### config.mk
export PLATFORM = sky130hd
export DESIGN_NAME = afifo_ctrl
export DESIGN_NICKNAME = d
export VERILOG_FILES = /design/src/afifo_pkg.sv /design/src/afifo_ctrl.sv
export SDC_FILE = /design/constraint.sdc
export NUM_CORES = 1
export LEC_CHECK = 0
export ABC_AREA = 1
export ABC_CLOCK_PERIOD_IN_PS = 2690
export BUFFER_PORTS_ARGS = -buffer_cell sky130_fd_sc_hd__buf_2
export CORE_MARGIN = 2
export CORE_UTILIZATION = 50
export DETAILED_ROUTE_END_ITERATION = 8
export PLACE_DENSITY = 0.81
export SYNTH_ARGS = -nofsm -noshare
export SYNTH_HDL_FRONTEND = slang
export SYNTH_SLANG_ARGS = --single-unit
### constraint.sdc
create_clock -name clock -period 2.69 [get_ports clock]
set_clock_uncertainty 0.1 [all_clocks]
set_input_delay 0.1345 -clock clock [delete_from_list [all_inputs] [get_ports clock]]
set_output_delay 0.1345 -clock clock [all_outputs]
set_load 0.005 [all_outputs]
### src/afifo_pkg.sv
// Shared types, constants and the float-to-int16 conversion for the audio frame FIFO.
package afifo_pkg;

   localparam int DefCapacity    = 4096;
   localparam int DefMaxChannels = 8;
   localparam int CntWidth       = 48;
   localparam logic [CntWidth-1:0] CntMax = {CntWidth{1'b1}};

   localparam logic OP_PUSH = 1'b0;
   localparam logic OP_POP  = 1'b1;

   localparam logic [1:0] KIND_PUSH_OK   = 2'd0;
   localparam logic [1:0] KIND_PUSH_DROP = 2'd1;
   localparam logic [1:0] KIND_SAMPLE    = 2'd2;
   localparam logic [1:0] KIND_POP_EMPTY = 2'd3;

   localparam logic [0:0] CSR_NUM_CHANNELS  = 1'b0;
   localparam logic [0:0] CSR_OUTPUT_FORMAT = 1'b1;

   typedef struct packed {
      logic        opcode;
      logic [31:0] sample_0;
      logic [31:0] sample_1;
      logic [31:0] sample_2;
      logic [31:0] sample_3;
      logic [31:0] sample_4;
      logic [31:0] sample_5;
      logic [31:0] sample_6;
      logic [31:0] sample_7;
   } req_word_type;

   typedef struct packed {
      logic [1:0]          kind;
      logic [31:0]         sample_out;
      logic [2:0]          channel;
      logic                last;
      logic                overrun;
      logic [CntWidth-1:0] samples_written;
      logic [CntWidth-1:0] samples_dropped;
   } rsp_word_type;

   // Controller to datapath commands
   typedef struct packed {
      logic       load;       // capture request word
      logic       decide;     // register fit/empty checks
      logic       wr_en;      // write one sample
      logic       rd_en;      // read one sample
      logic [2:0] idx;        // channel index of the step
      logic       push_done;  // commit push pointers and counters
      logic       drop;       // commit drop
      logic       pop_done;   // advance read pointer
      logic       conv;       // register converted read data
      logic       out_ld;     // load output register
      logic [1:0] out_kind;
      logic       out_last;
   } afifo_cmd_type;

   typedef struct packed {
      logic       is_pop;
      logic       fits;
      logic       has_frame;
      logic [3:0] nc;
   } afifo_sts_type;

   // Clamp to [-1,1], scale by 32767, truncate toward zero; NaN gives zero.
   // The product is first rounded to a 24-bit significand, ties to even, as a
   // float multiply does, since that rounding can carry into the integer part.
   function automatic logic [31:0] to_s16(input logic [31:0] f);
      logic        s;
      logic [7:0]  e;
      logic [23:0] m;
      logic [39:0] p;
      logic [39:0] pr;
      logic        up;
      logic [15:0] mag;
      logic [31:0] r;
      s = f[31];
      e = f[30:23];
      m = {1'b1, f[22:0]};
      p = 40'(m) * 40'd32767;
      // Round the product to 24 significant bits
      if (p[38]) begin
         up = p[14] && (p[15] || (p[13:0] != '0));
         pr = {p[39:15], 15'd0} + (up ? 40'h8000 : 40'd0);
      end else begin
         up = p[13] && (p[14] || (p[12:0] != '0));
         pr = {p[39:14], 14'd0} + (up ? 40'h4000 : 40'd0);
      end
      mag = '0;
      if (e == 8'hFF && f[22:0] != 0) begin
         mag = '0;
      end else if (e >= 8'd127) begin
         mag = 16'd32767;
      end else if (e >= 8'd103) begin
         // value = m*2^(e-150); product shifted by (150-e), range 24..47
         mag = 16'(pr >> (8'd150 - e));
      end else begin
         mag = '0;
      end
      r = s ? (32'd0 - 32'(mag)) : 32'(mag);
      return r;
   endfunction

endpackage

### src/afifo_ctrl.sv
// Controller sequencing push writes, pop reads and result delivery.
module afifo_ctrl (
   input  logic                    clock,
   input  logic                    reset,
   input  logic                    req_valid,
   output logic                    req_stall,
   input  logic                    rsp_stall,
   input  logic                    out_full,
   input  afifo_pkg::afifo_sts_type sts,
   output afifo_pkg::afifo_cmd_type cmd
);
   import afifo_pkg::*;

   localparam logic [2:0] S_IDLE = 3'd0;
   localparam logic [2:0] S_DEC  = 3'd1;
   localparam logic [2:0] S_WR   = 3'd2;
   localparam logic [2:0] S_RD   = 3'd3;
   localparam logic [2:0] S_CV   = 3'd4;
   localparam logic [2:0] S_OUT  = 3'd5;
   localparam logic [2:0] S_SGL  = 3'd6;
   localparam logic [2:0] S_BR   = 3'd7;

   logic [2:0] state_ff, state_in;
   logic [2:0] idx_ff, idx_in;
   logic [1:0] kind_ff, kind_in;
   logic       free;

   assign free = !out_full || !rsp_stall;
   assign req_stall = (state_ff != S_IDLE);

   // Sequence one word through its steps
   always_comb begin
      state_in = state_ff;
      idx_in   = idx_ff;
      kind_in  = kind_ff;
      cmd      = '0;
      cmd.idx  = idx_ff;
      unique case (state_ff)
         S_IDLE: begin
            if (req_valid) begin
               cmd.load = 1'b1;
               state_in = S_DEC;
            end
         end
         S_DEC: begin
            cmd.decide = 1'b1;
            state_in = S_BR;
         end
         // Branch on the registered fit and frame checks
         S_BR: begin
            idx_in = '0;
            if (!sts.is_pop) begin
               state_in = sts.fits ? S_WR : S_SGL;
               kind_in  = sts.fits ? KIND_PUSH_OK : KIND_PUSH_DROP;
               if (!sts.fits) cmd.drop = 1'b1;
            end else if (sts.has_frame) begin
               state_in = S_RD;
            end else begin
               state_in = S_SGL;
               kind_in  = KIND_POP_EMPTY;
            end
         end
         S_WR: begin
            cmd.wr_en = 1'b1;
            if ({1'b0, idx_ff} == sts.nc - 4'd1) begin
               cmd.push_done = 1'b1;
               state_in = S_SGL;
            end else begin
               idx_in = idx_ff + 3'd1;
            end
         end
         S_RD: begin
            cmd.rd_en = 1'b1;
            state_in = S_CV;
         end
         S_CV: begin
            cmd.conv = 1'b1;
            state_in = S_OUT;
         end
         S_OUT: begin
            if (free) begin
               cmd.out_ld   = 1'b1;
               cmd.out_kind = KIND_SAMPLE;
               cmd.out_last = ({1'b0, idx_ff} == sts.nc - 4'd1);
               if (cmd.out_last) begin
                  cmd.pop_done = 1'b1;
                  state_in = S_IDLE;
               end else begin
                  idx_in = idx_ff + 3'd1;
                  state_in = S_RD;
               end
            end
         end
         S_SGL: begin
            if (free) begin
               cmd.out_ld   = 1'b1;
               cmd.out_kind = kind_ff;
               cmd.out_last = 1'b1;
               state_in = S_IDLE;
            end
         end
         default: state_in = S_IDLE;
      endcase
   end

   always_ff @(posedge clock) begin
      if (reset) begin
         state_ff <= S_IDLE;
         idx_ff   <= '0;
         kind_ff  <= '0;
      end else begin
         state_ff <= state_in;
         idx_ff   <= idx_in;
         kind_ff  <= kind_in;
      end
   end
endmodule

==> results.sh <==
export IMPL_grt_max_degree=10
export IMPL_cts_buffer_depth=2
export IMPL_cap_violations=0
export IMPL_start_kind="register"
export IMPL_syn_nets=136
export IMPL_rsz0062_at_grt="false"
export IMPL_io_pins=28
export IMPL_cts_hold_buf=0
export IMPL_status="completed"
export IMPL_grt_antenna_before_repair=0
export IMPL_area_delta_synth_final_pct=20.72
export IMPL_required_ns=2.46
export IMPL_synth_top_area_share_pct=21.92
export IMPL_tightest_slew_ns=0.3777
export IMPL_fp_dieW_microns=42.23
export IMPL_ys_flop_type="dfxtp_1"
export IMPL_numClockSinks=8
export IMPL_h_tree_depth=1
export IMPL_postRouteAntennaNets=0
export IMPL_cp_max_fo=9
export IMPL_grt_overflow=0
export IMPL_die_area_sq_um=1783
export IMPL_place_gp_congestion=0.8968
export IMPL_synthDistinctLibCells=26
export IMPL_slew_headroom_pct=74.79
export IMPL_final_max_slew_viol_count=0
export IMPL_vdd_drop_max_mv=0.4597
export IMPL_timing_final_ws_setup_ns=0.9731
export IMPL_insertion_delay_ns=0.25
export IMPL_grt_pass1_vias=724
export IMPL_ys_top_cells_by_area="dfxtp_1 (22%), nand2_1 (17%), nor2_1 (9.8%)"
export IMPL_cts_made_buffers=3
export IMPL_root_buffer="clkbuf_4"
export IMPL_finalNetCount=166
export IMPL_multi_input_area_sq_um=460.4
export IMPL_pre_cts_ws_ns=1.016
export IMPL_cp_end_kind="output pin"
export IMPL_dp_cells=162
export IMPL_finalCritPeriodShare_pct=63.83
export IMPL_fill_cells=125
export IMPL_portBuffers=27
export IMPL_die_h_microns=42.23
export IMPL_timing_setup_tns_ns=0
export IMPL_num_vias=829
export IMPL_clkTransAtPathRegs_ns=0.06
export IMPL_ys_warn_count=0
export IMPL_hpwl_microns=1371
export IMPL_hold_viol_final=0
export IMPL_drive_gt1_share_pct=30.67
export IMPL_drt_wl_total_microns=1643
export IMPL_yosysTopAreaCell="dfxtp_1"
export IMPL_synth_edf_count=0
export IMPL_ys_seq_elements=8
export IMPL_grt_pass1_wl_microns=2787
export IMPL_synthArstFlopShare_pct=0
export IMPL_finalSetupViolations=0
export IMPL_grt_usage_pct=20.12
export IMPL_max_freq_ghz=0.5824
export IMPL_core_sq_um=1334
export IMPL_post_route_min_period_ns=1.717
export IMPL_yosysMostFrequentCell="nand2_1"
export IMPL_final_seq_area_sq_um=160.2
export IMPL_routedWlPerCell_microns=9.958
export IMPL_cts_setup_buffers=0
export IMPL_drt_iter0_markers=19
export IMPL_avgSynthCellArea_sq_um=5.989
export IMPL_path_class="register to output pin"
export IMPL_leakagePower_uw=0.0005056
export IMPL_antenna_cells=0
export IMPL_drt_pass1_iter_count=4
export IMPL_cts_tree="yes"
export IMPL_rrSetupSlack_ns=1.08
export IMPL_synthCells=122
export IMPL_synth_seq_area_share_pct=21.92
export IMPL_rows=13
export IMPL_drc_errors=0
export IMPL_start_util_pct=54.78
export IMPL_hold_class="input port to register"
export IMPL_synth_area_sq_um=730.7
export IMPL_crit_arrival_ns=1.48
export IMPL_vias_per_cell=5.024
export IMPL_synth_common_cells="nand2_1 (33), nor2_1 (19), inv_1 (17)"
export IMPL_fin_cells=165
export IMPL_power_density_nw_per_um2=719.8
export IMPL_cts_resized_gates=0
-- where the power goes --
part	switching, uW	internal (uW)
logic	213	142
clock network	37.6	50.8
registers	50.3	141
total	301	334
-- per-stage QoR --
| step | total power, uW | util [%] | hold WS (ns) | cell area, sq um |
|---|---|---|---|---|
| 4_1_cts | 636.5 | 66.14 | 0.05141 | 882.1 |
| 3_5_place_dp | 548.3 | 64.45 | 0.3053 | 859.6 |
| 6_report | 634.9 | 66.14 | 0.04334 | 882.1 |
| 2_1_floorplan | 475.0 | - | 0.1036 | 730.7 |
| 3_3_place_gp | 539.1 | 64.45 | 0.3101 | 859.6 |
| 5_1_grt | 695.5 | 66.14 | 0.04717 | 882.1 |
-- worst paths after layout --
kind	from	end	cells after the start
worst max-delay path	state_ff[2]$_SDFFE_PP0P_	cmd[0]	5
worst min-delay path	reset	idx_ff[2]$_SDFFE_PP0P_	2
worst max register to register	state_ff[2]$_SDFFE_PP0P_	state_ff[1]$_SDFFE_PP0P_	8
worst min register to register	kind_ff[1]$_SDFFE_PP0P_	kind_ff[1]$_SDFFE_PP0P_	2
-- critical path, cell delays in order (launching register included) --
cell,delay [ns]
dfxtp_1,0.54
nand3_2,0.19
inv_1,0.12
nand2_1,0.10
o21ai_0,0.15
buf_2,0.13
-- per-layer routing --
| layer | up-vias | routed length (microns) | track usage (%) | part of all wire [%] |
|---|---|---|---|---|
| li1 | 441 | - | - | - |
| met4 | 0 | 14 | 8.125 | 0.85 |
| met1 | 357 | 735 | 22.54 | 45 |
| met5 | - | 0 | 0 | 0 |
| met3 | 2 | 85 | 5.172 | 5.2 |
| met2 | 29 | 808 | 35.69 | 49 |
-- cell families (layout without fill, tap and decap cells) --
group,after synthesis,count (layout),share of synthesized area [%]
xor+xnor,1,1,1.199
flops,8,8,21.92
fa+ha+maj,2,2,3.424
simple gates,71,71,44.01
compound gates,16,16,14.38
buf+inv,24,52,15.07
-- placed cells by master, fill, tap and decap left out, types with 2 or more instances in the layout --
master	netlist	final
nor3_1	2	2
nand4_1	4	4
inv_2	4	4
nor2_1	19	19
dfxtp_1	8	8
nand3_1	4	4
o21ai_0	3	3
clkbuf_4	0	3
buf_2	0	27
a21oi_1	8	8
nand2_1	33	33
nand2_2	4	4
inv_1	17	17
ha_1	2	2
-- area by class of cell --
cell class / instances / area share (%)
Clock buffer: 3 / 2.553
Inverter: 22 / 9.645
Tap cell: 15 / 2.128
Timing Repair Buffer: 27 / 15.32
Multi-Input combinational cell: 90 / 52.20
Sequential cell: 8 / 18.16
-- flip-flops by register name, summed over array words and instances, names as in the netlist --
signal,cells
state_ff,3
idx_ff,3
kind_ff,2
(Power assumes the default switching activity.)
